File: src/rtl/fcwp_pkg.sv
// Shared types, constants and color tables for the false-color weather pixel pipeline.
// No dependencies; imported by every module of the block.
`default_nettype none

package fcwp_pkg;

    typedef enum logic [1:0] {
        MODE_FLUX  = 2'd0,
        MODE_WIND  = 2'd1,
        MODE_BANDS = 2'd2,
        MODE_DIFF  = 2'd3
    } mode_t;

    localparam int RATE_DIV    = 13890;    // 5 * 2778, smoothed sum per mm/hr
    localparam int DIFF_FULL   = 2500200;  // 180 mm/hr in smoothed-sum units
    localparam int WIND_FULL   = 2560;     // 10 m/s in 1/256 m/s
    localparam int WIND_DEN    = 5;
    localparam int WIND_SHIFT  = 7;        // 128*m/5
    localparam int DIFF_SHIFT  = 32;       // m*2^32/DIFF_FULL
    localparam int PAINT_MIN   = 578;      // 24*S > 13890 <=> S > 578
    localparam int NUM_LIMITS  = 13;
    localparam int ROOT_STEPS  = 9;        // root result 0..256
    localparam int PW          = 60;       // power accumulator width

    typedef logic [PW-1:0] pow_t;

    typedef struct packed {
        mode_t       mode;
        logic        skip;   // edge pixel: plain gray
        logic        neg;    // sign of the overlay quantity
        logic        paint;  // band mode: rate above threshold
        logic [3:0]  band;
        logic [7:0]  gray;
        logic [7:0]  dark;
    } side_t;

    function automatic logic [21:0] band_threshold(input logic [3:0] k);
        logic [21:0] t;
        unique case (k)
            4'd0:    t = 22'(1 * RATE_DIV);
            4'd1:    t = 22'(2 * RATE_DIV);
            4'd2:    t = 22'(3 * RATE_DIV);
            4'd3:    t = 22'(4 * RATE_DIV);
            4'd4:    t = 22'(5 * RATE_DIV);
            4'd5:    t = 22'(10 * RATE_DIV);
            4'd6:    t = 22'(15 * RATE_DIV);
            4'd7:    t = 22'(20 * RATE_DIV);
            4'd8:    t = 22'(35 * RATE_DIV);
            4'd9:    t = 22'(50 * RATE_DIV);
            4'd10:   t = 22'(75 * RATE_DIV);
            4'd11:   t = 22'(100 * RATE_DIV);
            4'd12:   t = 22'(150 * RATE_DIV);
            default: t = '1;
        endcase
        return t;
    endfunction

    // {red, green, blue}
    function automatic logic [23:0] band_color(input logic [3:0] k);
        logic [23:0] c;
        unique case (k)
            4'd0:    c = {8'd0,   8'd64,  8'd64};
            4'd1:    c = {8'd0,   8'd64,  8'd0};
            4'd2:    c = {8'd0,   8'd128, 8'd0};
            4'd3:    c = {8'd0,   8'd192, 8'd0};
            4'd4:    c = {8'd128, 8'd192, 8'd0};
            4'd5:    c = {8'd192, 8'd228, 8'd0};
            4'd6:    c = {8'd228, 8'd192, 8'd0};
            4'd7:    c = {8'd255, 8'd128, 8'd0};
            4'd8:    c = {8'd192, 8'd64,  8'd0};
            4'd9:    c = {8'd128, 8'd0,   8'd0};
            4'd10:   c = {8'd192, 8'd0,   8'd0};
            4'd11:   c = {8'd255, 8'd0,   8'd255};
            4'd12:   c = {8'd128, 8'd0,   8'd192};
            4'd13:   c = {8'd240, 8'd240, 8'd240};
            default: c = '0;
        endcase
        return c;
    endfunction

    function automatic logic [8:0] band_alpha(input logic [3:0] k);
        logic [8:0] a;
        unique case (k)
            4'd0, 4'd1: a = 9'd77;
            4'd2:       a = 9'd128;
            4'd3:       a = 9'd179;
            4'd4:       a = 9'd230;
            default:    a = 9'd256;
        endcase
        return a;
    endfunction

endpackage

`default_nettype wire

File: src/rtl/fcwp_color.sv
// Tint and blend: builds the tint color and alpha, then blends with the darkened gray
// and picks the final pixel. Two register stages; depends on fcwp_pkg.
`default_nettype none

module fcwp_color
    import fcwp_pkg::*;
(
    input  wire logic       clk,
    input  wire logic       rst_n,
    input  wire logic       in_valid,
    input  wire side_t      in_side,
    input  wire logic [8:0] in_root,
    output logic            out_valid,
    output logic [7:0]      red,
    output logic [7:0]      green,
    output logic [7:0]      blue
);

    // stage 1: tint
    logic [7:0]  k_r, k_g, k_b;
    logic [23:0] bc;
    logic [8:0]  alpha_next;
    logic [7:0]  c_r_next, c_g_next, c_b_next;

    always_comb
    begin
        unique case (in_side.mode)
            MODE_WIND:
            begin
                k_r = in_side.neg ? 8'd64  : 8'd255;
                k_g = in_side.neg ? 8'd128 : 8'd64;
                k_b = in_side.neg ? 8'd255 : 8'd64;
            end
            MODE_DIFF:
            begin
                k_r = in_side.neg ? 8'd255 : 8'd0;
                k_g = in_side.neg ? 8'd64  : 8'd255;
                k_b = in_side.neg ? 8'd0   : 8'd255;
            end
            default:
            begin
                k_r = 8'd0;
                k_g = 8'd0;
                k_b = 8'd0;
            end
        endcase
        bc = band_color(in_side.band);
        if (in_side.mode == MODE_BANDS)
        begin
            alpha_next = band_alpha(in_side.band);
            c_r_next   = bc[23:16];
            c_g_next   = bc[15:8];
            c_b_next   = bc[7:0];
        end
        else
        begin
            alpha_next = in_root;
            c_r_next   = 8'((17'(k_r) * 17'(in_root)) >> 8);
            c_g_next   = 8'((17'(k_g) * 17'(in_root)) >> 8);
            c_b_next   = 8'((17'(k_b) * 17'(in_root)) >> 8);
        end
    end

    logic       v1_reg;
    side_t      side1_reg;
    logic [8:0] alpha1_reg;
    logic [7:0] c_r1_reg, c_g1_reg, c_b1_reg;

    always_ff @(posedge clk or negedge rst_n)
    begin
        if (!rst_n)
        begin
            v1_reg <= 1'b0;
        end
        else
        begin
            v1_reg <= in_valid;
        end
    end

    always_ff @(posedge clk)
    begin
        side1_reg  <= in_side;
        alpha1_reg <= alpha_next;
        c_r1_reg   <= c_r_next;
        c_g1_reg   <= c_g_next;
        c_b1_reg   <= c_b_next;
    end

    // stage 2: blend and select
    logic [8:0]  inv_alpha;
    logic [16:0] sum_r, sum_g, sum_b;
    logic [7:0]  red_next, green_next, blue_next;

    always_comb
    begin
        inv_alpha = 9'd256 - alpha1_reg;
        sum_r = 17'(alpha1_reg) * 17'(c_r1_reg) + 17'(inv_alpha) * 17'(side1_reg.dark);
        sum_g = 17'(alpha1_reg) * 17'(c_g1_reg) + 17'(inv_alpha) * 17'(side1_reg.dark);
        sum_b = 17'(alpha1_reg) * 17'(c_b1_reg) + 17'(inv_alpha) * 17'(side1_reg.dark);
        priority if (side1_reg.mode == MODE_FLUX || side1_reg.skip)
        begin
            red_next   = side1_reg.gray;
            green_next = side1_reg.gray;
            blue_next  = side1_reg.gray;
        end
        else if (side1_reg.mode == MODE_BANDS && !side1_reg.paint)
        begin
            red_next   = side1_reg.dark;
            green_next = side1_reg.dark;
            blue_next  = side1_reg.dark;
        end
        else
        begin
            red_next   = 8'(sum_r >> 8);
            green_next = 8'(sum_g >> 8);
            blue_next  = 8'(sum_b >> 8);
        end
    end

    logic       done_reg;
    logic [7:0] red_reg, green_reg, blue_reg;

    always_ff @(posedge clk or negedge rst_n)
    begin
        if (!rst_n)
        begin
            done_reg <= 1'b0;
        end
        else
        begin
            done_reg <= v1_reg;
        end
    end

    always_ff @(posedge clk)
    begin
        red_reg   <= red_next;
        green_reg <= green_next;
        blue_reg  <= blue_next;
    end

    assign out_valid = done_reg;
    assign red       = red_reg;
    assign green     = green_reg;
    assign blue      = blue_reg;

endmodule

`default_nettype wire

File: config.mk
export PLATFORM = sky130hd
export DESIGN_NAME = fcwp_color
export DESIGN_NICKNAME = d
export VERILOG_FILES = /design/src/rtl/fcwp_pkg.sv /design/src/rtl/fcwp_color.sv
export SDC_FILE = /design/constraint.sdc
export NUM_CORES = 1
export LEC_CHECK = 0
export BUFFER_PORTS_ARGS = -buffer_cell sky130_fd_sc_hd__buf_2
export CAP_MARGIN = 20
export CELL_PAD_IN_SITES_DETAIL_PLACEMENT = 0
export CELL_PAD_IN_SITES_GLOBAL_PLACEMENT = 2
export CORE_ASPECT_RATIO = 1.2
export CORE_UTILIZATION = 35
export CTS_CLUSTER_SIZE = 28
export DETAILED_ROUTE_END_ITERATION = 8
export GPL_TIMING_DRIVEN = 0
export MAX_ROUTING_LAYER = met4
export PLACE_DENSITY = 0.77
export SYNTH_ARGS = -nofsm -noshare
export SYNTH_HDL_FRONTEND = slang
export SYNTH_SLANG_ARGS = --single-unit
File: constraint.sdc
create_clock -name clk -period 21 [get_ports clk]
set_input_delay 4.2 -clock clk [delete_from_list [all_inputs] [get_ports clk]]
set_output_delay 4.2 -clock clk [all_outputs]
set_load 0.01 [all_outputs]
Word level (Yosys, flattened, before mapping)
Memories as Yosys holds them, arrays and structs flattened. Cells that the tools add are included.

Bits in registers: 79. Bits in latches: 0. Memory bits (writable): 0. ROM bits: 336. Bits of input ports: 37. Output and inout bits: 25. Logic and storage cells: 59. Memories: 1.

Memory list: (no name shown) (words 16, width 21, rd ports 1, clocked after memory_dff 0, wr ports 0, line fcwp_pkg.sv:61) `unique case (k)`.

Add/subtract/negate cells: 4. Multiply operators: 7. Divide/modulo/power cells: 0. $lt $le $gt $ge: 0. Eq/ne operators: 8. Shift operators: 0. Multiplexer cells: 19. Bitwise logic cells: 0. Reduce and logical (&&, ||, !) cells: 6.

Operators with widths (count): 2-to-1 mux 8 bit (14); multiplier 9 x 8 -> 16 bit (4); adder 16 bit (3); multiplier 8 x 9 -> 16 bit (3); case mux 8 bit (2 select lines) (3); case mux 9 bit (4 select lines) (1); 2-to-1 mux 9 bit (1); subtractor 9 bit, first input constant (1); == test 4 x 2 -> 1 bit, second input constant (2); == test 2 bit, second input constant (3); == test 4 x 1 -> 1 bit, second input constant (1); == test 4 x 3 -> 1 bit, second input constant (1); logical NOT 4 bit (1); == test 2 x 1 -> 1 bit, second input constant (1); logical NOT 2 bit (1); OR reduction 2 bit (1); logical AND 1 bit (1); logical NOT 1 bit (1); logical OR 1 bit (1).

Longest topological paths before layout
Depth in word-level cells: 5. Depth in mapped cells: 32. Depth with buffers taken out: 31.

Worst setup path after synthesis
OpenSTA, ideal clock, no wires.

Kind: input port to flip-flop. Start point: in in_side[24] (netlist name). End point: reg c_b1_reg[6]. Setup time: 0.079 ns. Arrival time: 8.881 ns. Data required time: 20.921 ns. Slack: 12.040 ns. Cell stages on the path: 19. Buffers on the path: 2. Cells stage by stage: clkbuf_1 -> xor2_1 -> and2_1 -> clkbuf_1 -> nand2_1 -> inv_1 -> fa_1 -> inv_1 -> fa_1 -> fa_1 -> fa_1 -> inv_1 -> ha_1 -> a21oi_1 -> nor4b_1 -> a21oi_1 -> a21oi_1 -> or4b_2 -> o211ai_1.

Longest elaborated chain between the ends: 4. Elaborated cells on any way between the ends: 6.

RTL lines: start, declared (line fcwp_color.sv:11) `input wire side_t in_side,`; == test 2 bit or == test 2 x 1 -> 1 bit (tied branches) (line fcwp_color.sv:27) `unique case (in_side.mode)`; case mux 8 bit (2 select lines) (line fcwp_color.sv:27); multiplier 8 x 9 -> 16 bit (line fcwp_color.sv:60) `c_b_next = 8'((17'(k_b) * 17'(in_root)) >> 8);`; 2-to-1 mux 8 bit * (line fcwp_color.sv:48) `if (in_side.mode == MODE_BANDS)`; via c_b_next[6] (line fcwp_color.sv:23) `logic [7:0] c_r_next, c_g_next, c_b_next;`; end signal, assigned (line fcwp_color.sv:87) `c_b1_reg <= c_b_next;`; end, declared (line fcwp_color.sv:67) `logic [7:0] c_r1_reg, c_g1_reg, c_b1_reg;`.

Mark *: on every way through the listed nets, which the timed path passes. The rest lies on a longest branch.

Worst setup path in the final report
Start point: reg alpha1_reg[0]. End point: reg green_reg[7] (netlist: green[7]).

Longest elaborated chain between the ends: 5. Elaborated cells on any way between the ends: 6.

RTL lines: start, declared (line fcwp_color.sv:66) `logic [8:0] alpha1_reg;`; start signal, assigned (line fcwp_color.sv:84) `alpha1_reg <= alpha_next;`; subtractor 9 bit (line fcwp_color.sv:97) `inv_alpha = 9'd256 - alpha1_reg;`; multiplier 9 x 8 -> 16 bit (line fcwp_color.sv:99) `sum_g = 17'(alpha1_reg) * 17'(c_g1_reg) + 17'(inv_alpha) * 17'(side1_reg.dark);`; adder 16 bit * (line fcwp_color.sv:99); 2-to-1 mux 8 bit * (line fcwp_color.sv:107) `else if (side1_reg.mode == MODE_BANDS && !side1_reg.paint)`; 2-to-1 mux 8 bit * (line fcwp_color.sv:101) `priority if (side1_reg.mode == MODE_FLUX || side1_reg.skip)`; via green_next[7] (line fcwp_color.sv:93) `logic [7:0] red_next, green_next, blue_next;`; end signal, assigned (line fcwp_color.sv:139) `green_reg <= green_next;`; end, declared (line fcwp_color.sv:122) `logic [7:0] red_reg, green_reg, blue_reg;`.

Marked as above.

==> impl_metrics.json <==
{
  "core_um2": 49110,
  "cp_data_arrival_time_ns": 9.95,
  "cts_buffer_depth": 2,
  "report.final.slew_viol_count": 0,
  "fmax_ghz": 0.1035,
  "crit_required_ns": 21.29,
  "yosysMostFrequentCell": "inv_1",
  "dp_hpwl_mm": 37.80,
  "async_flop_share": 0.02532,
  "htreeDepth": 3,
  "startpoint_type": "flip-flop",
  "routed-wl-met3_mm": 1.115,
  "n_fill_cell": 5104,
  "synth_top_area_share": 0.3753,
  "synth-edff-count": 0,
  "synth_cell_types": 59,
  "hold_path_class": "reg -> reg",
  "seq_area_frac_synth": 0.09151,
  "critPathKind": "reg -> reg",
  "fin_crit_ns": 9.658,
  "antenna_found_initial": 1,
  "synth_ff_type": "dfxtp_1",
  "die_h_um": 246.2,
  "clkTransAtPathRegs_ns": 0.07,
  "final_layout_size_suffix_gt1_frac": 0.04190,
  "cts.sinks": 79,
  "gp_congestion": 0.8361,
  "yosysTopAreaCell": "fa_1",
  "drc": 0,
  "cts.repair.resized": 0,
  "grt_max_degree": 15,
  "cts_root_buf": "clkbuf_16",
  "nNetsFinal": 2579,
  "drt.antenna.violating_nets": 0,
  "vias": 12580,
  "grt_pass1_vias": 13740,
  "rsz0062_at_grt": "false",
  "cp.buffers_inverters": 6,
  "met2RoutedLength_mm": 22.33,
  "fin_crit_sh": 0.4599,
  "synth_fp_nets": 2509,
  "dr.max_layer_used": "met4",
  "drv_cap": 0,
  "rows": 89,
  "ctsHoldBuffers": 0,
  "worstSkewPairLatency_ns": 0.37,
  "status": "finished clean",
  "wl_per_cell_um": 16.68,
  "cts_tree": "built",
  "crit_path_frequent_cell": "fa_1",
  "final-hold-violation-count": 0,
  "post_cts_buffers": 0,
  "skew_ns": 0.01474,
  "largest_reg_flops": 20,
  "synth_area_leaders": "fa_1 38%, ha_1 16%, inv_1 9.6%, dfxtp_1 8.9%, and2_1 6.4%",
  "avgSynthCellArea_um2": 9.011,
  "tightest_slew_ns": 0.9257,
  "drt_wl_total_mm": 44.07,
  "cpPeakStageDelay_ns": 0.74,
  "die_x_um": 205.5,
  "dr.pass1.iters": 4,
  "setup_viol": 0,
  "cts_made_buffers": 9,
  "tns_ns": 0,
  "dieArea_um2": 50590,
  "synth_cells": 1930,
  "ys.warnings.count": 0,
  "syn2layout_area_growth_pct": 8.051,
  "diodes": 0,
  "syn_area_um2": 17390,
  "io_pins": 62,
  "drt-initial-drc-count": 361,
  "grt_pass1_wl_mm": 72.51,
  "overflow": 0,
  "ys_seq_elements": 79,
  "max_slew_margin": 0.3781,
  "drt-met1-wl_mm": 19.47,
  "critPathCaptureType": "flip-flop",
  "initial_utilization": 0.3541,
  "synth_commonest_cells": "444 x inv_1, 326 x fa_1, 216 x ha_1",
  "port_buffers": 59,
  "critical-path-top-delay-family": "adder cells",
  "grtUsageTotal": 0.1933,
  "vias_per_cell": 4.762,
  "cp_max_fo": 10,
  "cp_slowest_cell": "clkbuf_1"
}
metrics by stage:
step / util / worst slack [ns] / cell area (µm²) / instances / hold slack [ns]
floorplan: - / 12.04 / 17390 / 1930 / 0.3312
global placement: 0.3764 / 11.04 / 18480 / 2626 / 0.3325
detailed placement: 0.3764 / 10.99 / 18480 / 2626 / 0.3442
CTS: 0.3827 / 11.22 / 18790 / 2642 / 0.3593
global route: 0.3827 / 10.69 / 18790 / 2642 / 0.3690
finish: 0.3827 / 11.34 / 18790 / 2642 / 0.3592
cell usage in the layout, fill, tap and decap left out, types with 11 or more instances in the layout:
cell type	Yosys	routed
a21o_1	21	21
xnor2_1	54	54
a21oi_1	76	76
nand2_1	202	202
inv_1	444	444
ha_1	216	216
buf_2	4	63
fa_1	326	326
o21ai_0	44	44
clkbuf_1	53	54
dfxtp_1	77	77
nor2b_1	15	15
nor2_1	41	41
xor2_1	24	24
and2_1	177	177
and3_1	17	17
nand3_1	11	11
kinds of logic (layout without fill, tap and decap cells):
group / count (synthesis) / after routing / share of synthesized area
XOR/XNOR: 80 / 80 / 0.04187
adder cells (fa/ha/maj): 542 / 542 / 0.5306
multiplexers: 5 / 5 / 0.002878
AO/OA/AOI/OAI: 203 / 203 / 0.07129
flip-flops: 79 / 79 / 0.09151
AND/OR/NAND/NOR: 512 / 512 / 0.1512
buffers and inverters: 509 / 584 / 0.1106
metal layers:
| layer | vias up | global-route usage |
|---|---|---|
| li1 | 6021 | - |
| met1 | 6357 | 0.2381 |
| met2 | 151 | 0.3327 |
| met3 | 51 | 0.02090 |
| met4 | 0 | 0.05381 |
| met5 | - | - |
worst paths after layout:
check / to / slack (ns) / startpoint / cells past startpoint
min in group asynchronous: v1_reg$_DFF_PN0_ / 3.61 / rst_n / 1
hold reg to reg: out_valid$_DFF_PN0_ / 0.36 / v1_reg$_DFF_PN0_ / 0
hold / removal: out_valid$_DFF_PN0_ / 0.36 / v1_reg$_DFF_PN0_ / 0
setup / recovery: green[7]$_DFF_P_ / 11.34 / alpha1_reg[0]$_DFF_P_ / 25
setup reg to reg: green[7]$_DFF_P_ / 11.34 / alpha1_reg[0]$_DFF_P_ / 25
max in group asynchronous: out_valid$_DFF_PN0_ / 17.29 / rst_n / 1
layout make-up:
| type | count | area [µm²] | area share |
|---|---|---|---|
| well taps | 637 | 797.0 | 0.04241 |
| flip-flops and latches | 79 | 1592 | 0.08469 |
| repair buffers | 59 | 295.3 | 0.01571 |
| clock inverters | 5 | 65.06 | 0.003462 |
| multi-input cells | 1342 | 13880 | 0.7385 |
| plain buffers | 65 | 256.5 | 0.01365 |
| inverters | 444 | 1667 | 0.08869 |
| clock buffers | 11 | 242.7 | 0.01292 |
Power is not shown: default switching activity piles up to over one toggle a cycle in this logic, so the estimate is an artifact.
