==> config.mk <==
export PLATFORM = sky130hd
export DESIGN_NAME = fcwp_front
export DESIGN_NICKNAME = d
export VERILOG_FILES = /design/src/rtl/fcwp_pkg.sv /design/src/rtl/fcwp_front.sv
export SDC_FILE = /design/constraint.sdc
export NUM_CORES = 1
export LEC_CHECK = 0
export ABC_AREA = 1
export BUFFER_PORTS_ARGS = -buffer_cell sky130_fd_sc_hd__buf_4
export CORE_ASPECT_RATIO = 0.6
export CORE_MARGIN = 5
export CORE_UTILIZATION = 60
export DETAILED_ROUTE_END_ITERATION = 12
export GPL_TIMING_DRIVEN = 1
export PLACE_DENSITY_LB_ADDON = 0.3
export SKIP_CTS_REPAIR_TIMING = 1
export SYNTH_ARGS = -nofsm -noshare
export SYNTH_HDL_FRONTEND = slang
export SYNTH_SLANG_ARGS = --single-unit
==> constraint.sdc <==
create_clock -name clk -period 8.3 [get_ports clk]
set_input_delay 0.83 -clock clk [delete_from_list [all_inputs] [get_ports clk]]
set_output_delay 0.83 -clock clk [all_outputs]
set_load 0.02 [all_outputs]
==> src/rtl/fcwp_pkg.sv <==
// Shared types, constants and color tables for the false-color weather pixel pipeline.
// No dependencies; imported by every module of the block.
`default_nettype none

package fcwp_pkg;

    typedef enum logic [1:0] {
        MODE_FLUX  = 2'd0,
        MODE_WIND  = 2'd1,
        MODE_BANDS = 2'd2,
        MODE_DIFF  = 2'd3
    } mode_t;

    localparam int RATE_DIV    = 13890;    // 5 * 2778, smoothed sum per mm/hr
    localparam int DIFF_FULL   = 2500200;  // 180 mm/hr in smoothed-sum units
    localparam int WIND_FULL   = 2560;     // 10 m/s in 1/256 m/s
    localparam int WIND_DEN    = 5;
    localparam int WIND_SHIFT  = 7;        // 128*m/5
    localparam int DIFF_SHIFT  = 32;       // m*2^32/DIFF_FULL
    localparam int PAINT_MIN   = 578;      // 24*S > 13890 <=> S > 578
    localparam int NUM_LIMITS  = 13;
    localparam int ROOT_STEPS  = 9;        // root result 0..256
    localparam int PW          = 60;       // power accumulator width

    typedef logic [PW-1:0] pow_t;

    typedef struct packed {
        mode_t       mode;
        logic        skip;   // edge pixel: plain gray
        logic        neg;    // sign of the overlay quantity
        logic        paint;  // band mode: rate above threshold
        logic [3:0]  band;
        logic [7:0]  gray;
        logic [7:0]  dark;
    } side_t;

    function automatic logic [21:0] band_threshold(input logic [3:0] k);
        logic [21:0] t;
        unique case (k)
            4'd0:    t = 22'(1 * RATE_DIV);
            4'd1:    t = 22'(2 * RATE_DIV);
            4'd2:    t = 22'(3 * RATE_DIV);
            4'd3:    t = 22'(4 * RATE_DIV);
            4'd4:    t = 22'(5 * RATE_DIV);
            4'd5:    t = 22'(10 * RATE_DIV);
            4'd6:    t = 22'(15 * RATE_DIV);
            4'd7:    t = 22'(20 * RATE_DIV);
            4'd8:    t = 22'(35 * RATE_DIV);
            4'd9:    t = 22'(50 * RATE_DIV);
            4'd10:   t = 22'(75 * RATE_DIV);
            4'd11:   t = 22'(100 * RATE_DIV);
            4'd12:   t = 22'(150 * RATE_DIV);
            default: t = '1;
        endcase
        return t;
    endfunction

    // {red, green, blue}
    function automatic logic [23:0] band_color(input logic [3:0] k);
        logic [23:0] c;
        unique case (k)
            4'd0:    c = {8'd0,   8'd64,  8'd64};
            4'd1:    c = {8'd0,   8'd64,  8'd0};
            4'd2:    c = {8'd0,   8'd128, 8'd0};
            4'd3:    c = {8'd0,   8'd192, 8'd0};
            4'd4:    c = {8'd128, 8'd192, 8'd0};
            4'd5:    c = {8'd192, 8'd228, 8'd0};
            4'd6:    c = {8'd228, 8'd192, 8'd0};
            4'd7:    c = {8'd255, 8'd128, 8'd0};
            4'd8:    c = {8'd192, 8'd64,  8'd0};
            4'd9:    c = {8'd128, 8'd0,   8'd0};
            4'd10:   c = {8'd192, 8'd0,   8'd0};
            4'd11:   c = {8'd255, 8'd0,   8'd255};
            4'd12:   c = {8'd128, 8'd0,   8'd192};
            4'd13:   c = {8'd240, 8'd240, 8'd240};
            default: c = '0;
        endcase
        return c;
    endfunction

    function automatic logic [8:0] band_alpha(input logic [3:0] k);
        logic [8:0] a;
        unique case (k)
            4'd0, 4'd1: a = 9'd77;
            4'd2:       a = 9'd128;
            4'd3:       a = 9'd179;
            4'd4:       a = 9'd230;
            default:    a = 9'd256;
        endcase
        return a;
    endfunction

endpackage

`default_nettype wire

==> src/rtl/fcwp_front.sv <==
// Front end: gray level from flux, overlay smoothing, band search and root targets.
// Three register stages; depends on fcwp_pkg.
`default_nettype none

module fcwp_front
    import fcwp_pkg::*;
#(
    parameter int OVERLAY_BITS = 32
) (
    input  wire logic                           clk,
    input  wire logic                           rst_n,
    input  wire logic                           in_valid,
    input  wire mode_t                          mode,
    input  wire logic [15:0]                    flux_value,
    input  wire logic signed [OVERLAY_BITS-1:0] overlay_left,
    input  wire logic signed [OVERLAY_BITS-1:0] overlay_center,
    input  wire logic signed [OVERLAY_BITS-1:0] overlay_right,
    input  wire logic                           edge_pixel,
    output logic                                out_valid,
    output side_t                               out_side,
    output pow_t                                out_target,
    output logic                                out_sel4,
    output pow_t                                out_k0
);

    localparam int SW = OVERLAY_BITS + 3;
    localparam int MW = (SW > 23) ? SW : 23;

    // stage 1
    logic [15:0]          f_clamp;
    logic                 lo_next;
    logic [11:0]          span;
    logic [18:0]          x_next;
    logic signed [SW-1:0] s_next;
    logic [OVERLAY_BITS-1:0] umag;
    logic [11:0]          w_next;

    logic                 v1_reg;
    mode_t                mode1_reg;
    logic                 skip1_reg;
    logic                 lo1_reg;
    logic [18:0]          x1_reg;
    logic signed [SW-1:0] s1_reg;
    logic                 wneg1_reg;
    logic [11:0]          w1_reg;

    always_comb
    begin
        if (flux_value < 16'd1280)
        begin
            f_clamp = 16'd1280;
        end
        else if (flux_value > 16'd4800)
        begin
            f_clamp = 16'd4800;
        end
        else
        begin
            f_clamp = flux_value;
        end
        lo_next = (f_clamp < 16'd1920);
        span    = lo_next ? 12'(16'd1920 - f_clamp) : 12'(16'd4800 - f_clamp);
        x_next  = (lo_next ? 19'd114240 : 19'd367200) + 19'(span) * 19'd51;
        s_next  = SW'(overlay_left) + SW'(overlay_center) + SW'(overlay_center)
                + SW'(overlay_center) + SW'(overlay_right);
        umag    = overlay_center[OVERLAY_BITS-1] ? $unsigned(-overlay_center)
                                                 : $unsigned(overlay_center);
        w_next  = (umag > OVERLAY_BITS'(WIND_FULL)) ? 12'(WIND_FULL) : umag[11:0];
    end

    always_ff @(posedge clk or negedge rst_n)
    begin
        if (!rst_n)
        begin
            v1_reg <= 1'b0;
        end
        else
        begin
            v1_reg <= in_valid;
        end
    end

    always_ff @(posedge clk)
    begin
        mode1_reg <= mode;
        skip1_reg <= edge_pixel;
        lo1_reg   <= lo_next;
        x1_reg    <= x_next;
        s1_reg    <= s_next;
        wneg1_reg <= overlay_center[OVERLAY_BITS-1];
        w1_reg    <= w_next;
    end

    // stage 2: divide by 640 or 2880 via reciprocal, band search, root target
    logic [12:0]          n_div;
    logic [13:0]          recip;
    logic [26:0]          prod;
    logic [7:0]           gray_next;
    logic                 sneg;
    logic [SW-1:0]        smag;
    logic [MW-1:0]        smag_w;
    logic [21:0]          mdiff;
    logic signed [MW:0]   s_w;
    logic [3:0]           band_next;
    logic                 paint_next;
    pow_t                 tgt_next;
    logic                 sel4_next;
    pow_t                 k0_next;
    logic                 neg_next;

    always_comb
    begin
        n_div     = lo1_reg ? 13'(x1_reg >> 7) : 13'(x1_reg >> 6);
        recip     = lo1_reg ? 14'd6554 : 14'd11651;
        prod      = 27'(n_div) * 27'(recip);
        gray_next = lo1_reg ? 8'(prod >> 15) : 8'(prod >> 19);

        sneg   = s1_reg[SW-1];
        smag   = sneg ? $unsigned(-s1_reg) : $unsigned(s1_reg);
        smag_w = MW'(smag);
        mdiff  = (smag_w > MW'(DIFF_FULL)) ? 22'(DIFF_FULL) : smag_w[21:0];

        s_w       = (MW+1)'(s1_reg);
        band_next = 4'd0;
        for (int i = 0; i < NUM_LIMITS; i++)
        begin
            if (s_w >= $signed((MW+1)'(band_threshold(4'(i)))))
            begin
                band_next = band_next + 4'd1;
            end
        end
        paint_next = (s_w > $signed((MW+1)'(PAINT_MIN)));

        if (mode1_reg == MODE_WIND)
        begin
            tgt_next  = PW'(w1_reg) << WIND_SHIFT;
            sel4_next = 1'b0;
            k0_next   = PW'(WIND_DEN);
            neg_next  = wneg1_reg;
        end
        else
        begin
            tgt_next  = PW'(mdiff) << DIFF_SHIFT;
            sel4_next = 1'b1;
            k0_next   = PW'(DIFF_FULL);
            neg_next  = sneg;
        end
    end

    logic                 v2_reg;
    side_t                side2_reg;
    pow_t                 tgt2_reg;
    logic                 sel42_reg;
    pow_t                 k02_reg;

    always_ff @(posedge clk or negedge rst_n)
    begin
        if (!rst_n)
        begin
            v2_reg <= 1'b0;
        end
        else
        begin
            v2_reg <= v1_reg;
        end
    end

    always_ff @(posedge clk)
    begin
        side2_reg.mode  <= mode1_reg;
        side2_reg.skip  <= skip1_reg;
        side2_reg.neg   <= neg_next;
        side2_reg.paint <= paint_next;
        side2_reg.band  <= band_next;
        side2_reg.gray  <= gray_next;
        side2_reg.dark  <= 8'd0;
        tgt2_reg        <= tgt_next;
        sel42_reg       <= sel4_next;
        k02_reg         <= k0_next;
    end

    // stage 3: darkening, 0.4 in band mode, 0.2 otherwise
    logic [7:0] dark_next;
    side_t      side3_next;

    always_comb
    begin
        if (side2_reg.mode == MODE_BANDS)
        begin
            dark_next = 8'((16'(side2_reg.gray) * 16'd102) >> 8);
        end
        else
        begin
            dark_next = 8'((16'(side2_reg.gray) * 16'd51) >> 8);
        end
        side3_next      = side2_reg;
        side3_next.dark = dark_next;
    end

    logic  v3_reg;
    side_t side3_reg;
    pow_t  tgt3_reg;
    logic  sel43_reg;
    pow_t  k03_reg;

    always_ff @(posedge clk or negedge rst_n)
    begin
        if (!rst_n)
        begin
            v3_reg <= 1'b0;
        end
        else
        begin
            v3_reg <= v2_reg;
        end
    end

    always_ff @(posedge clk)
    begin
        side3_reg <= side3_next;
        tgt3_reg  <= tgt2_reg;
        sel43_reg <= sel42_reg;
        k03_reg   <= k02_reg;
    end

    assign out_valid  = v3_reg;
    assign out_side   = side3_reg;
    assign out_target = tgt3_reg;
    assign out_sel4   = sel43_reg;
    assign out_k0     = k03_reg;

endmodule

`default_nettype wire

# After elaboration in Yosys (flattened, before gate mapping)
# Index checks and enable logic that the tools add are counted.
[word_totals] ff_bits=358 latchBits=0 mem_bits_rw=0 romBits=0 input_bits=118 output_inout_bits=147 n_memories=0
[op_classes] add_sub_neg=21 mul=4 n_div=0 n_lt_le_gt_ge=19 n_eq_ne=2 shift=0 n_mux=27 n_bitwise=0 reduce_logical=1
[ops] cell="$ge A35 B17 Y1 const B" count=2
[ops] cell="$ge A35 B19 Y1 const B" count=2
[ops] cell="$ge A35 B20 Y1 const B" count=2
[ops] cell="$ge A35 B21 Y1 const B" count=2
[ops] cell="$ge A35 B22 Y1 const B" count=2
[ops] cell="$mux W4" count=12
[ops] cell="$add A4 B1 Y4 const B" count=11
[ops] cell="$mux W22" count=2
[ops] cell="$add A34 B32 Y35" count=1
[ops] cell="$add A35 B32 Y35" count=1
[ops] cell="$ge A35 B15 Y1 const B" count=1
[ops] cell="$ge A35 B16 Y1 const B" count=1
[ops] cell="$ge A35 B18 Y1 const B" count=1
[ops] cell="$gt A35 B11 Y1 const B" count=1
[ops] cell="$gt A35 B22 Y1 const B" count=1
[ops] cell="$mux W35" count=1
[ops] cell="$neg A35 Y35" count=1
[ops] cell="$add A33 B32 Y34" count=1
[ops] cell="$add A32 B32 Y33" count=1
[ops] cell="$gt A32 B12 Y1 const B" count=1
[ops] cell="$lt A16 B11 Y1 const B" count=2
[ops] cell="$mux W16" count=2
[ops] cell="$mux W32" count=1
[ops] cell="$neg A32 Y32" count=1
[ops] cell="18 further kinds" count=21

# Logic depth before layout (Yosys ltp)
# Gate-level depths: netlist of run 1.
[logic_depth] depth_word=26 ltp_mapped=48 mapped_depth_nobuf=48

# Worst setup path before layout of run 1
# Ideal clock, no wire load.
[synth_path] kind="input-to-reg" from="input port flux_value[3]" to="register x1_reg[17]" setup_time_ns=0.072 arrival_time_ns=7.013 path_slack_ns=1.216 cell_stages=33 path_buffers=0 path_cell_list="nor4_1 nand3_1 a31o_2 nand2_1 a21boi_0 nor2_1 inv_1 or2_2 nand2_1 or3_1 nand2_1 ha_1 nand2_1 o21ai_0 nand2_1 nand4_1 xor2_1 inv_1 ha_1 fa_1 fa_1 inv_1 fa_1 inv_1 ha_1 inv_1 o21bai_1 a21oi_1 o21bai_1 a21oi_1 o21bai_1 a21o_1 xor2_1"
[synth_via] elab_chain_cells=7 elab_cells_between_ends=11 cone_classes="3 x add/sub; 1 x mul; 3 x order compare; 4 x mux"
[synth_rtl] element="start, declared" line="fcwp_front.sv:14" source="input wire logic [15:0] flux_value,"
[synth_rtl] element="$gt A16 B13 Y1" line="fcwp_front.sv:53" source="else if (flux_value > 16'd4800)"
[synth_rtl] element="$mux W16" line="fcwp_front.sv:53"
[synth_rtl] element="$mux W16 (*)" line="fcwp_front.sv:49" source="if (flux_value < 16'd1280)"
[synth_rtl] element="$lt A16 B11 Y1 (tied with other cells)" line="fcwp_front.sv:61" source="lo_next = (f_clamp < 16'd1920);"
[synth_rtl] element="$mux W12" line="fcwp_front.sv:62" source="span = lo_next ? 12'(16'd1920 - f_clamp) : 12'(16'd4800 - f_clamp);"
[synth_rtl] element="$mul A12 B6 Y18" line="fcwp_front.sv:63" source="x_next = (lo_next ? 19'd114240 : 19'd367200) + 19'(span) * 19'd51;"
[synth_rtl] element="$add A19 B18 Y19 (*)" line="fcwp_front.sv:63"
[synth_rtl] element="net x_next[17]" line="fcwp_front.sv:33" source="logic [18:0] x_next;"
[synth_rtl] element="end signal, assigned" line="fcwp_front.sv:88" source="x1_reg <= x_next;"
[synth_rtl] element="end, declared" line="fcwp_front.sv:42" source="logic [18:0] x1_reg;"
# Mark *: on every way through the listed nets, which the timed path passes. The rest lies on a longest branch.
# A chain may end at the register's enable or synchronous reset.

# Final worst setup path of run 1
# Same ends and word-level chain as after synthesis.

==> tab_implementation.tex, run 1 <==
\begin{tabular}{lr}
\hline
Metric & Value \\
\hline
\multicolumn{2}{l}{\textbf{Setup path}} \\
Worst-path cell with the longest stage delay & sky130\_fd\_sc\_hd\_\_fa\_1 \\
Launching element type of the critical path & primary input \\
Kind of critical path & in -> reg \\
Critical path data required time & 8690 ps \\
Most frequent cell on the critical path & sky130\_fd\_sc\_hd\_\_inv\_1 \\
Category of the worst setup path capture point & flop \\
Critical Path Fanout Max & 8 \\
Largest incremental delay on the critical path & 540 ps \\
Arrival time at the worst endpoint & 7520 ps \\
\multicolumn{2}{l}{\textbf{STA}} \\
Clock period minus final worst setup slack & 7132 ps \\
Headroom to the max-slew limit & 44.63\% \\
Tightest Pin Transition & 821.8 ps \\
Post-Route Skew & 13.21 ps \\
Share of the clock period used by the worst path after layout & 85.93\% \\
Hold violation total from the final report & 0 \\
Post-Route Setup TNS & 0 ps \\
Unrepaired setup endpoints after global routing & false \\
Final number of setup-violating endpoints & 0 \\
Number of pins exceeding their max-slew limit in the final report & 0 \\
Max Clock Freq & 140.2 MHz \\
\multicolumn{2}{l}{\textbf{Cells and area}} \\
Antenna diode instance count & 0 \\
Number of cells in the finished layout apart from fillers & 2916 \\
Flip-flop count of the largest register after layout & 35 \\
Summed area of non-filler cells in the final layout & 0.02072 mm\^{}2 \\
Fill cells & 2464 \\
Fraction of final layout cells with drive strength greater than 1 & 13.52\% \\
Number of nets in the layout & 3015 \\
Signed area change from the synthesized netlist to the final layout & 11.41\% \\
\multicolumn{2}{l}{\textbf{Placed design}} \\
Placer Congestion & 1.039 \\
Port buffer count & 188 \\
Number of cells in the design after placement & 2884 \\
Placement Cell Area & 0.02011 mm\^{}2 \\
Estimated wirelength of the detail-placed design & 43340 um \\
\multicolumn{2}{l}{\textbf{Floorplan}} \\
Number of top-level pins & 265 \\
FP Rows & 49 \\
Die Span X & 237.3 um \\
Placeable core region & 0.03023 mm\^{}2 \\
Initial Utilization & 61.52\% \\
Vert. Die Dim & 146.4 um \\
Die area & 0.03473 mm\^{}2 \\
\multicolumn{2}{l}{\textbf{Clock network}} \\
CTS tree & done \\
Clock H-tree levels & 4 \\
Root Buffer & sky130\_fd\_sc\_hd\_\_clkbuf\_16 \\
Cts bufs inserted & 17 \\
Clock input transition at the sequential cells of the worst setup and hold paths & 80 ps \\
Clk sink count & 181 \\
Clk\_lat worst skew & 450 ps \\
Buffers from clock root to sink, at most & 2 \\
\multicolumn{2}{l}{\textbf{Route}} \\
Routed length per placed instance & 17.39 um \\
Number of iterations in the first detailed-routing pass & 8 \\
Residual antenna-violating net count after detailed routing & 0 \\
Vias per cell & 5.342 \\
Number of violations reported at the end of detailed-routing iteration 0 & 1778 \\
Vias & 15580 \\
DRC & 0 \\
Final Routed Wirelength & 50700 um \\
\multicolumn{2}{l}{\textbf{GRT}} \\
Total congestion overflow after global routing & 0 \\
Total Routing Usage GR & 29.28\% \\
Initial antenna violation count & 0 \\
Via count of the first global-routing pass & 15360 \\
Largest net degree at the start of global routing & 30 \\
Global-route wire length before repair & 81810 um \\
\multicolumn{2}{l}{\textbf{Synth}} \\
Synthesized flop and latch total & 181 \\
Synth warn & 0 \\
Top\_reg\_cell synth & sky130\_fd\_sc\_hd\_\_dfxtp\_1 \\
Cells after Synth & 2310 \\
Yosys cell types & 61 \\
Number of enable-type register cells in the synthesized netlist & 0 \\
Async SR Flop Fraction & 1.657\% \\
Seq/Total Area, Yosys & 19.57\% \\
Mean Syn Cell Area & 8.049 um\^{}2 \\
Cell Area, Synth & 0.01859 mm\^{}2 \\
\multicolumn{2}{l}{\textbf{Flow run}} \\
Max-capacitance violation count & 0 \\
\multicolumn{2}{l}{\textbf{Outcome}} \\
Outcome & complete, no violations \\
\multicolumn{2}{l}{\textbf{Hold path}} \\
Worst min path class & in -> async \\
\hline
\end{tabular}
kinds of logic after synthesis:
| logic type | count (synthesis) | synth area share, % |
|---|---|---|
| and+or+nand+nor | 807 | 20.42 |
| buffers and inverters | 575 | 13.53 |
| adders and majority gates | 402 | 33.83 |
| AOI/OAI and AO/OA | 224 | 6.998 |
| DFF | 181 | 19.57 |
| xor gates and xnor gates | 119 | 5.605 |
| other | 2 | 0.04039 |
per-stage QoR:
stage          util [%]  worst slack [ps]  hold WS (ps)
6_report          68.54              1168         155.6
5_1_grt           68.54             511.3         141.5
4_1_cts           68.54              1159         139.4
3_5_place_dp      66.55             678.4         312.1
3_3_place_gp      66.55             885.0         309.9
2_1_floorplan         -              1216         309.6
placed cells by master (no fill, tap or decap), types with 30 or more instances in the layout:
master / n
sky130_fd_sc_hd__buf_4: 197
sky130_fd_sc_hd__nor2_1: 169
sky130_fd_sc_hd__xor2_1: 89
sky130_fd_sc_hd__nor3_1: 40
sky130_fd_sc_hd__xnor2_1: 30
sky130_fd_sc_hd__dfxtp_1: 178
sky130_fd_sc_hd__fa_1: 168
sky130_fd_sc_hd__nand2_1: 337
sky130_fd_sc_hd__ha_1: 234
sky130_fd_sc_hd__conb_1: 82
sky130_fd_sc_hd__nand3_1: 120
sky130_fd_sc_hd__inv_1: 443
sky130_fd_sc_hd__nand4_1: 30
sky130_fd_sc_hd__a21oi_1: 87
sky130_fd_sc_hd__o21ai_0: 61
synthesized netlist by cell type, drive strengths merged, types with 14 or more instances:
master | instances | area [um^2]
nor2 | 191 | 802.0
xnor2 | 30 | 262.8
o21ai | 75 | 382.9
clkbuf | 14 | 52.55
xor2 | 89 | 779.5
nand2 | 366 | 1521
or2 | 17 | 106.4
ha | 234 | 2928
fa | 168 | 3363
nor3 | 42 | 226.5
nand4 | 30 | 187.7
inv | 460 | 1727
a21oi | 88 | 444.2
dfxtp | 178 | 3563
buf | 97 | 716.9
nand3 | 134 | 763.2
final cells by class:
type	instances	area (um^2)	share of cell area, %
clock buffers	17	425.4	2.054
clock inverters	15	176.4	0.8516
inverters	464	1747	8.432
multi-input cells	1634	12740	61.50
flip-flops and latches	181	3638	17.56
well taps	408	510.5	2.464
repair buffers	197	1479	7.139
per-layer routing:
layer / share of wire (%) / routed length [um] / global-route usage (%) / vias up
li1: - / - / - / 7466
met1: 49 / 25020 / 47.23 / 7351
met2: 38 / 19080 / 38.82 / 726
met3: 12 / 6323 / 9.425 / 35
met4: 0.55 / 278 / 3.316 / 0
met5: 0 / 0 / 0 / -
final timing paths:
kind	depth (start not counted)	slack (ps)	to	from
worst max-delay path	34	1170	x1_reg[17]	flux_value[3]
worst min-delay path	1	160	v2_reg	rst_n
worst max register to register	42	1280	side2_reg[17]	s1_reg[14]
worst min register to register	0	330	out_side[20]	side2_reg[20]
max in group asynchronous	1	8050	v1_reg	rst_n
min in group clk	0	330	out_side[20]	side2_reg[20]
worst max-delay path, delay by kind of cell:
family	cells	cell delay (ps)
AO/OA/AOI/OAI	10	2100
XOR/XNOR	2	460
adder cells (fa/ha/maj)	6	2430
buffers and inverters	7	700
AND/OR/NAND/NOR	9	1000
Power of run 1 is left out: the tool's default activity adds up to more than one toggle a clock period on the data nets, which glitch-free logic cannot reach.
==> run 2: changes to the inputs <==
--- a/config.mk
+++ b/config.mk
@@ -7,7 +7,7 @@
 export LEC_CHECK = 0
 export ABC_AREA = 1
 export BUFFER_PORTS_ARGS = -buffer_cell sky130_fd_sc_hd__buf_4
-export CORE_ASPECT_RATIO = 0.6
+export CORE_ASPECT_RATIO = 1.25
 export CORE_MARGIN = 5
 export CORE_UTILIZATION = 60
 export DETAILED_ROUTE_END_ITERATION = 12
==> run 2 against run 1 <==
  * Die area down 0.27%
  * Utilization down 1.4 points
  * Final area about the same
  * First-iteration DRC count down 62%
==> tab_implementation.tex, run 2 (synthesis results as in run 1) <==
\begin{tabular}{lr}
\hline
Metric & Value \\
\hline
\multicolumn{2}{l}{\textbf{Route}} \\
Number of iterations in the first detailed-routing pass & 5 (was 8) \\
Routed length per placed instance & 14.72 um (was 17.39 um) \\
Number of violations reported at the end of detailed-routing iteration 0 & 673 (was 1778) \\
Vias per cell & 5.137 (was 5.342) \\
Vias & 14950 (was 15580) \\
Final Routed Wirelength & 42860 um (was 50700 um) \\
DRC & 0 (unchanged) \\
Residual antenna-violating net count after detailed routing & 0 (unchanged) \\
\multicolumn{2}{l}{\textbf{Placed design}} \\
Placement Cell Area & 0.02008 mm\^{}2 (was 0.02011 mm\^{}2) \\
Placer Congestion & 0.9283 (was 1.039) \\
Worst setup slack after placement & 526.4 ps (was 678.4 ps) \\
Port buffer count & 188 (unchanged) \\
Estimated wirelength of the detail-placed design & 36860 um (was 43340 um) \\
\multicolumn{2}{l}{\textbf{Setup path}} \\
Critical path data required time & 8660 ps (was 8690 ps) \\
Largest incremental delay on the critical path & 520 ps (was 540 ps) \\
Launching element type of the critical path & primary input (unchanged) \\
Category of the worst setup path capture point & flop (unchanged) \\
FF-to-FF Start & s1\_reg[13] (was s1\_reg[14]) \\
Kind of critical path & in -> reg (unchanged) \\
Most frequent cell on the critical path & sky130\_fd\_sc\_hd\_\_inv\_1 (unchanged) \\
Critical Path Source & flux\_value[3] (unchanged) \\
Critical Path Fanout Max & 8 (unchanged) \\
Worst-path cell with the longest stage delay & sky130\_fd\_sc\_hd\_\_fa\_1 (unchanged) \\
Arrival time at the worst endpoint & 7640 ps (was 7520 ps) \\
\multicolumn{2}{l}{\textbf{STA}} \\
Headroom to the max-slew limit & 42.75\% (was 44.63\%) \\
Hold violation total from the final report & 0 (unchanged) \\
Post-Route Setup TNS & 0 ps (unchanged) \\
Final number of setup-violating endpoints & 0 (unchanged) \\
Number of pins exceeding their max-slew limit in the final report & 0 (unchanged) \\
Post-Route Skew & 14.96 ps (was 13.21 ps) \\
Final worst-path setup slack & 1022 ps (was 1168 ps) \\
Tightest Pin Transition & 857.6 ps (was 821.8 ps) \\
Clock period minus final worst setup slack & 7278 ps (was 7132 ps) \\
Unrepaired setup endpoints after global routing & false (unchanged) \\
Share of the clock period used by the worst path after layout & 87.69\% (was 85.93\%) \\
Max Clock Freq & 137.4 MHz (was 140.2 MHz) \\
\multicolumn{2}{l}{\textbf{Floorplan}} \\
Vert. Die Dim & 206.8 um (was 146.4 um) \\
Die area & 0.03463 mm\^{}2 (was 0.03473 mm\^{}2) \\
FP Rows & 72 (was 49) \\
Placeable core region & 0.03081 mm\^{}2 (was 0.03023 mm\^{}2) \\
Die Span X & 167.5 um (was 237.3 um) \\
Number of top-level pins & 265 (unchanged) \\
Initial Utilization & 60.35\% (was 61.52\%) \\
\multicolumn{2}{l}{\textbf{Clock network}} \\
Clock H-tree levels & 4 (unchanged) \\
Root Buffer & sky130\_fd\_sc\_hd\_\_clkbuf\_16 (unchanged) \\
Clk sink count & 181 (unchanged) \\
Cts bufs inserted & 17 (unchanged) \\
Buffers from clock root to sink, at most & 2 (unchanged) \\
Clock input transition at the sequential cells of the worst setup and hold paths & 70 ps (was 80 ps) \\
Clk\_lat worst skew & 440 ps (was 450 ps) \\
CTS tree & done (unchanged) \\
\multicolumn{2}{l}{\textbf{Cells and area}} \\
Antenna diode instance count & 0 (unchanged) \\
Signed area change from the synthesized netlist to the final layout & 11.33\% (was 11.41\%) \\
Commonest cells after routing, fill and taps aside & sky130\_fd\_sc\_hd\_\_inv\_1, sky130\_fd\_sc\_hd\_\_nand2\_1, sky130\_fd\_sc\_hd\_\_ha\_1 (unchanged) \\
Summed area of non-filler cells in the final layout & 0.02070 mm\^{}2 (was 0.02072 mm\^{}2) \\
Flip-flop count of the largest register after layout & 35 (unchanged) \\
Fill cells & 2617 (was 2464) \\
Fraction of final layout cells with drive strength greater than 1 & 13.38\% (was 13.52\%) \\
Reg area & 0.003638 mm\^{}2 (unchanged) \\
Multi-input combinational cell area & 0.01274 mm\^{}2 (unchanged) \\
Number of nets in the layout & 3011 (was 3015) \\
Most common cell after layout, fill and taps aside & sky130\_fd\_sc\_hd\_\_inv\_1 (unchanged) \\
\multicolumn{2}{l}{\textbf{GRT}} \\
Total Routing Usage GR & 25.01\% (was 29.28\%) \\
Via count of the first global-routing pass & 15380 (was 15360) \\
Global-route wire length before repair & 71390 um (was 81810 um) \\
Largest net degree at the start of global routing & 31 (was 30) \\
Initial antenna violation count & 0 (unchanged) \\
Total congestion overflow after global routing & 0 (unchanged) \\
\multicolumn{2}{l}{\textbf{Flow run}} \\
Max-capacitance violation count & 0 (unchanged) \\
\multicolumn{2}{l}{\textbf{Hold path}} \\
Worst min path class & in -> async (unchanged) \\
\multicolumn{2}{l}{\textbf{Outcome}} \\
Outcome & complete, no violations (unchanged) \\
\hline
\end{tabular}
run 2: cell types whose count changed in the layout (fill, tap and decap cells not counted), sizes merged:
| cell | before | now |
|---|---|---|
| buf | 197 | 193 |
| clkbuf | 17 | 18 |
| clkinvlp | 1 | 0 |
run 2: worst paths after layout:
kind	end	slack, ps	cells past startpoint
max	x1_reg[17]	1020	34
min	v2_reg	170	1
max reg2reg	side2_reg[17]	1250	44
min reg2reg	out_target[46]	330	0
max in group asynchronous	out_valid	8040	1
min in group clk	out_target[46]	330	0
run 2: cell type report:
cell class,instances,area share (%)
sequential,181,17.58
inverter,464,8.438
timing repair buffer,193,7.000
tap,407,2.460
clock inverter,14,0.8583
clock buffer,18,2.122
multi-input combinational,1634,61.54
run 2: critical path: cells and delay by family:
| kind | cells | cell delay [ps] |
|---|---|---|
| XOR/XNOR | 2 | 450 |
| AO/OA/AOI/OAI | 10 | 2030 |
| buffers and inverters | 7 | 670 |
| AND/OR/NAND/NOR | 9 | 1170 |
| adder cells (fa/ha/maj) | 6 | 2460 |
run 2: per-layer routing:
metal / GRT usage [%] / part of all wire, %
met1: 30.69 / 41
met2: 45.75 / 51
met3: 3.314 / 5.1
met4: 8.031 / 2.8
met5: 0 / 0
run 2: stage by stage:
step,util [%],hold WS (ps),std cells
floorplan,-,309.6,2390
global placement,65.18,311.7,2879
detailed placement,65.18,312.1,2879
CTS,67.19,149.2,2911
global route,67.19,149.8,2911
finish,67.19,170.9,2911
Power of run 2 is left out for the same reason.
